### src/hdl/sfr_pkg.sv
`timescale 1ns / 1ps

package sfr_pkg;

  localparam logic [7:0] SyncFirst     = 8'hAA;
  localparam logic [7:0] SyncSecond    = 8'hBB;
  localparam logic [8:0] MinFrameBytes = 9'd8;
  localparam logic [8:0] StatusIndex   = 9'd6;
  localparam logic [8:0] XorFirstIndex = 9'd2;

  typedef struct packed {
    logic       payload_valid;
    logic [8:0] payload_index;
    logic [7:0] payload_byte;
    logic       frame_done;
    logic       frame_ok;
  } sfr_result_t;

endpackage

### src/hdl/sfr_in_if.sv
`timescale 1ns / 1ps

interface sfr_in_if;
  logic       valid;
  logic       ready;
  logic [7:0] rx_byte;

  modport source (output valid, output rx_byte, input ready);
  modport sink (input valid, input rx_byte, output ready);
endinterface

### src/hdl/sfr_out_if.sv
`timescale 1ns / 1ps

interface sfr_out_if;
  logic       valid;
  logic       ready;
  logic       payload_valid;
  logic [8:0] payload_index;
  logic [7:0] payload_byte;
  logic       frame_done;
  logic       frame_ok;

  modport source (
    output valid, output payload_valid, output payload_index, output payload_byte,
    output frame_done, output frame_ok, input ready
  );
  modport sink (
    input valid, input payload_valid, input payload_index, input payload_byte,
    input frame_done, input frame_ok, output ready
  );
endinterface

### src/hdl/sfr_core.sv
`timescale 1ns / 1ps

module sfr_core
  import sfr_pkg::*;
(
  input  logic        clk,
  input  logic        rst_n,
  input  logic        step,
  input  logic [7:0]  rx_byte,
  output sfr_result_t result
);

  logic       escape_r, escape_nxt;
  logic       in_frame_r, in_frame_nxt;
  logic [8:0] count_r, count_nxt;
  logic [7:0] len_r, len_nxt;
  logic [7:0] status_r, status_nxt;
  logic [7:0] xor_r, xor_nxt;

  logic       store;
  logic       start;
  logic       last;
  logic [7:0] len_eff;
  logic [7:0] status_eff;

  always_comb begin
    escape_nxt   = escape_r;
    in_frame_nxt = in_frame_r;
    count_nxt    = count_r;
    len_nxt      = len_r;
    status_nxt   = status_r;
    xor_nxt      = xor_r;
    store        = 1'b0;
    start        = 1'b0;

    // sync pattern and escape handling
    if (rx_byte == SyncFirst) begin
      escape_nxt = 1'b1;
      store      = in_frame_r;
    end else if (escape_r) begin
      escape_nxt = 1'b0;
      start      = (rx_byte == SyncSecond);
    end else begin
      store = in_frame_r;
    end

    len_eff    = (count_r == 9'd0) ? rx_byte : len_r;
    status_eff = (count_r == StatusIndex) ? rx_byte : status_r;
    last       = (count_r == {1'b0, len_eff} + 9'd1);

    if (start) begin
      in_frame_nxt = 1'b1;
      count_nxt    = 9'd0;
      len_nxt      = 8'd0;
      status_nxt   = 8'd0;
      xor_nxt      = 8'd0;
    end else if (store) begin
      len_nxt    = len_eff;
      status_nxt = status_eff;
      if (last) begin
        in_frame_nxt = 1'b0;
        count_nxt    = 9'd0;
      end else begin
        if (count_r >= XorFirstIndex && count_r <= {1'b0, len_eff}) begin
          xor_nxt = xor_r ^ rx_byte;
        end
        count_nxt = count_r + 9'd1;
      end
    end

    result.payload_valid = store;
    result.payload_index = store ? count_r : 9'd0;
    result.payload_byte  = store ? rx_byte : 8'd0;
    result.frame_done    = store && last;
    result.frame_ok      = store && last && (count_r + 9'd1 >= MinFrameBytes) &&
                           (status_eff == 8'd0) && (xor_r == rx_byte);
  end

  always_ff @(posedge clk) begin
    if (!rst_n) begin
      escape_r   <= 1'b0;
      in_frame_r <= 1'b0;
      count_r    <= 9'd0;
      len_r      <= 8'd0;
      status_r   <= 8'd0;
      xor_r      <= 8'd0;
    end else if (step) begin
      escape_r   <= escape_nxt;
      in_frame_r <= in_frame_nxt;
      count_r    <= count_nxt;
      len_r      <= len_nxt;
      status_r   <= status_nxt;
      xor_r      <= xor_nxt;
    end
  end

endmodule

### src/hdl/sync_frame_receiver_xor_check.sv
`timescale 1ns / 1ps
// a result becomes valid, at the earliest, once its byte has passed the input register and then the result register
// throughput: one byte per cycle while out_ch.ready does not hold the output, as the frame state updates once per byte
// input register feeds the frame logic, result register feeds the output
// reset (synchronous, rst_n low) empties both stages and clears frame state

module sync_frame_receiver_xor_check
  import sfr_pkg::*;
(
  input  logic            clk,
  input  logic            rst_n,
  sfr_in_if.sink          in_ch,
  sfr_out_if.source       out_ch
);

  logic        in_vld_r, in_vld_nxt;
  logic [7:0]  in_byte_r;
  logic        out_vld_r, out_vld_nxt;
  sfr_result_t out_res_r;
  sfr_result_t res;
  logic        out_adv;
  logic        s1_adv;

  assign out_adv     = !out_vld_r || out_ch.ready;
  assign s1_adv      = in_vld_r && out_adv;
  assign in_ch.ready = !in_vld_r || out_adv;

  assign in_vld_nxt  = in_ch.ready ? in_ch.valid : in_vld_r;
  assign out_vld_nxt = out_adv ? in_vld_r : out_vld_r;

  sfr_core u_core (
    .clk     (clk),
    .rst_n   (rst_n),
    .step    (s1_adv),
    .rx_byte (in_byte_r),
    .result  (res)
  );

  always_ff @(posedge clk) begin
    if (!rst_n) begin
      in_vld_r  <= 1'b0;
      out_vld_r <= 1'b0;
    end else begin
      in_vld_r  <= in_vld_nxt;
      out_vld_r <= out_vld_nxt;
    end
  end

  always_ff @(posedge clk) begin
    if (in_ch.ready && in_ch.valid) begin
      in_byte_r <= in_ch.rx_byte;
    end
    if (s1_adv) begin
      out_res_r <= res;
    end
  end

  assign out_ch.valid         = out_vld_r;
  assign out_ch.payload_valid = out_res_r.payload_valid;
  assign out_ch.payload_index = out_res_r.payload_index;
  assign out_ch.payload_byte  = out_res_r.payload_byte;
  assign out_ch.frame_done    = out_res_r.frame_done;
  assign out_ch.frame_ok      = out_res_r.frame_ok;

endmodule
### src/flat_wrapper.sv
// flat-port wrapper written by rule: the top's interface ports become plain ports
module sync_frame_receiver_xor_check_flat import sfr_pkg::*;
  (clk, rst_n, in_ch_valid, in_ch_rx_byte, in_ch_ready, out_ch_valid, out_ch_payload_valid, out_ch_payload_index, out_ch_payload_byte, out_ch_frame_done, out_ch_frame_ok, out_ch_ready);
  sfr_in_if in_ch_i ();
  sfr_out_if out_ch_i ();
  input  logic clk;
  input  logic rst_n;
  input wire logic [$bits(in_ch_i.valid)-1:0] in_ch_valid;
  input wire logic [$bits(in_ch_i.rx_byte)-1:0] in_ch_rx_byte;
  output wire logic [$bits(in_ch_i.ready)-1:0] in_ch_ready;
  output wire logic [$bits(out_ch_i.valid)-1:0] out_ch_valid;
  output wire logic [$bits(out_ch_i.payload_valid)-1:0] out_ch_payload_valid;
  output wire logic [$bits(out_ch_i.payload_index)-1:0] out_ch_payload_index;
  output wire logic [$bits(out_ch_i.payload_byte)-1:0] out_ch_payload_byte;
  output wire logic [$bits(out_ch_i.frame_done)-1:0] out_ch_frame_done;
  output wire logic [$bits(out_ch_i.frame_ok)-1:0] out_ch_frame_ok;
  input wire logic [$bits(out_ch_i.ready)-1:0] out_ch_ready;
  assign in_ch_i.valid = in_ch_valid;
  assign in_ch_i.rx_byte = in_ch_rx_byte;
  assign in_ch_ready = in_ch_i.ready;
  assign out_ch_valid = out_ch_i.valid;
  assign out_ch_payload_valid = out_ch_i.payload_valid;
  assign out_ch_payload_index = out_ch_i.payload_index;
  assign out_ch_payload_byte = out_ch_i.payload_byte;
  assign out_ch_frame_done = out_ch_i.frame_done;
  assign out_ch_frame_ok = out_ch_i.frame_ok;
  assign out_ch_i.ready = out_ch_ready;
  sync_frame_receiver_xor_check u_core (.clk(clk), .rst_n(rst_n), .in_ch(in_ch_i), .out_ch(out_ch_i));
endmodule
### config.mk
export PLATFORM = sky130hd
export DESIGN_NAME = sync_frame_receiver_xor_check_flat
export DESIGN_NICKNAME = d
export VERILOG_FILES = /design/src/hdl/sfr_pkg.sv /design/src/hdl/sfr_in_if.sv /design/src/hdl/sfr_out_if.sv /design/src/hdl/sfr_core.sv /design/src/hdl/sync_frame_receiver_xor_check.sv /design/src/flat_wrapper.sv
export SDC_FILE = /design/constraint.sdc
export NUM_CORES = 1
export LEC_CHECK = 0
export ABC_CLOCK_PERIOD_IN_PS = 4850
export BUFFER_PORTS_ARGS = -buffer_cell sky130_fd_sc_hd__buf_2
export CAP_MARGIN = 0
export CORE_MARGIN = 2
export CORE_UTILIZATION = 35
export CTS_CLUSTER_SIZE = 20
export DETAILED_ROUTE_END_ITERATION = 7
export GPL_TIMING_DRIVEN = 0
export PLACE_DENSITY = 0.53
export SYNTH_ARGS = -nofsm -noshare
export SYNTH_HDL_FRONTEND = slang
export SYNTH_SLANG_ARGS = --single-unit
export TNS_END_PERCENT = 10
### constraint.sdc
create_clock -name clk -period 4.85 [get_ports clk]
set_clock_uncertainty 0.15 [all_clocks]
set_input_delay 0.485 -clock clk [delete_from_list [all_inputs] [get_ports clk]]
set_output_delay 0.485 -clock clk [all_outputs]
set_load 0.1 [all_outputs]
==> qor.yml <==
timing:
  tightest_slew_ns: 0.651
  slew_headroom: 0.566
  fin_setup_tns_ns: 0
  fin_ws_ns: 0.455
  rsz0062_at_grt: "no"
  fmax_mhz: 228
  hold_violations: 0
  maxSlewViolCount: 0
  min_period_ns: 4.39
  finalCritPeriodShare: 0.906
  finalSetupViolations: 0
floorplanning:
  die_x_um: 107
  top_level_ports: 34
  die_h_um: 107
  rows: 37
  core_um2: 10300
  start_util: 0.358
  dieArea_um2: 11400
routing:
  routed_wl_um: 9740
  num_vias: 3107
  ant_nets: 0
  drt_pass1_iterations: 4
  avgRoutedWirePerCell_um: 16.8
  drc_errors: 0
  drt_iter0_drc: 167
  viasPerCell: 5.35
run:
  drv_cap: 0
grt:
  track_usage: 0.180
  grt_max_degree: 20
  grt_pass1_wl_um: 15900
  overflow: 0
  grt_pass1_vias: 2941
  antenna_found_initial: 0
pwr:
  vdd_drop_max_uv: 125
  powerDensity_nw_per_um2: 279
  leakagePower_nw: 1.50
cts:
  clk_latency_ns: 0.36
  tritoncts: "done"
  clock-sinks: 65
  htreeDepth: 3
  clockRootBuffer: "clkbuf_8"
  path_clk_slew_ns: 0.09
  clockBufferDepth: 2
  post_cts_buffers: 0
  cts_made_buffers: 9
yosys:
  netlist_area_um2: 3680
  yosysTopAreaCellShare: 0.228
  syn_avg_cell_area_um2: 9.30
  synth.distinct_cells: 61
  async_reset_ff_frac: 0
  syn_inst: 396
  yosys-top-cells-area: "edfxtp_1, dfxtp_1, nand3_1"
  yosysTopAreaCell: "edfxtp_1"
  synth_edf_count: 28
  yosysWarnings: 0
  synth.ff_latch_count: 65
  syn-num-nets: 416
  synth_flop_cell: "dfxtp_1"
  synth_seq_area_share: 0.429
placement:
  io_buffers: 32
  pre_cts_ws_ns: 0.423
  place_inst: 565
  routabilityCongestion: 0.890
  dpl.hpwl_um: 6980
min_path:
  hold_class: "input port to flop"
  holdPathStages: 1
  min_from: "in_ch_rx_byte[7]"
worst_setup_path:
  r2r_start: "u_core.u_core.count_r[1]"
  crit_fanout: 10
  endpoint_kind: "flop"
  startpoint_type: "flop"
  worstPathArrival_ns: 4.49
  path_class: "flop to flop"
  cp.required_ns: 4.95
  critPathLaunch: "u_core.u_core.count_r[1]"
  rr_worst_depth: 13
run_status:
  status: "finished, final reports clean"
finish:
  nNetsFinal: 460
  final_cell_mix: "buf_2, dfxtp_1, nand3_1"
  layout_commonest_cell: "buf_2"
  layout-drive-gt1-share: 0.160
  n_antenna_cell: 0
  area_delta_synth_final_pct: 15.2
  layout.cells.non_filler: 581
[cell type report]
| cell class | count | area (um^2) |
|---|---|---|
| Buffer | 26 | 116 |
| Tap cell | 136 | 170 |
| Clock inverter | 7 | 75.1 |
| Timing Repair Buffer | 33 | 175 |
| Multi-Input combinational cell | 289 | 1940 |
| Clock buffer | 9 | 124 |
| Fill cell | 1052 | 6030 |
| Sequential cell | 65 | 1580 |
| Inverter | 16 | 60.1 |
[critical path, stage by stage, from the launching register on]
cell      delay (ns)
dfxtp_1         0.42
inv_1           0.24
ha_1            0.31
or4b_1          0.44
buf_2           0.20
nor3_1          0.23
nor2_1          0.13
ha_1            0.34
nand3_1         0.10
or3_4           0.40
o21bai_1        0.18
a21oi_2         0.52
nor3_2          0.22
a221o_1         0.39
[per-stage QoR]
step	hold slack, ns	total power [W]	util	area, um^2
6_report	0.144	0.00118	0.413	4240
5_1_grt	0.129	0.00123	0.413	4240
4_1_cts	0.137	0.00120	0.412	4230
3_5_place_dp	0.310	0.000718	0.392	4030
3_3_place_gp	0.305	0.000717	0.391	4010
2_1_floorplan	0.296	0.000689	-	3680
[synth_stat cells (8+ instances only)]
cell       n
dfxtp_1   37
nor2b_1   19
and3_1     9
a21oi_1   18
and2_1     9
nand2_1   30
nor2_1    27
xnor2_1   17
nor4_1     9
nand3_1   32
a221o_1    8
a21boi_1  11
edfxtp_1  28
ha_1       8
nor3_1     9
clkbuf_1  18
inv_1     15
[report_power, final]
group          internal [W]  switching [W]
combinational     0.0000282      0.0000911
sequential         0.000580     0.00000580
clock              0.000242       0.000237
total              0.000850       0.000334
[metal layers]
metal | track usage | up-vias | share of wire
li1 | - | 1542 | -
met1 | 0.257 | 1465 | 0.48
met2 | 0.281 | 90 | 0.46
met3 | 0.0310 | 10 | 0.047
met4 | 0.0501 | 0 | 0.012
met5 | 0 | - | 0
[cells by family after synthesis]
logic type      count (synthesis)  synth area share
compound gates                 81             0.166
xor+xnor                       22            0.0523
fa+ha+maj                       8            0.0272
buf+inv                        42            0.0479
flops                          65             0.429
mux                             5            0.0143
simple gates                  173             0.263
[flip-flops by register name, indices dropped and copies added (netlist names)]
signal,flops
u_core.u_core.len_r,8
u_core.out_ch.frame_ok,1
u_core.in_byte_r,8
u_core.out_ch.payload_valid,1
u_core.u_core.escape_r,1
u_core.out_ch.payload_index,9
u_core.u_core.xor_r,8
u_core.u_core.count_r,9
u_core.u_core.status_r,8
u_core.out_ch.payload_byte,8
u_core.in_vld_r,1
u_core.out_ch.valid,1
u_core.out_ch.frame_done,1
u_core.u_core.in_frame_r,1
[what timing repair did]
action,4_1_cts,5_1_grt
endpoints found under the hold margin,0,0
gates resized for setup,0,2
hold buffers,0,0
setup endpoints to repair,0,1
[path summary, 6_finish.rpt]
check / to / slack, ns
worst max-delay path: u_core.u_core.xor_r[2] / 0.46
worst min-delay path: u_core.in_byte_r[7] / 0.14
worst max register to register: u_core.u_core.xor_r[2] / 0.46
worst min register to register: u_core.u_core.status_r[3] / 0.32
(Power assumes the default switching activity.)
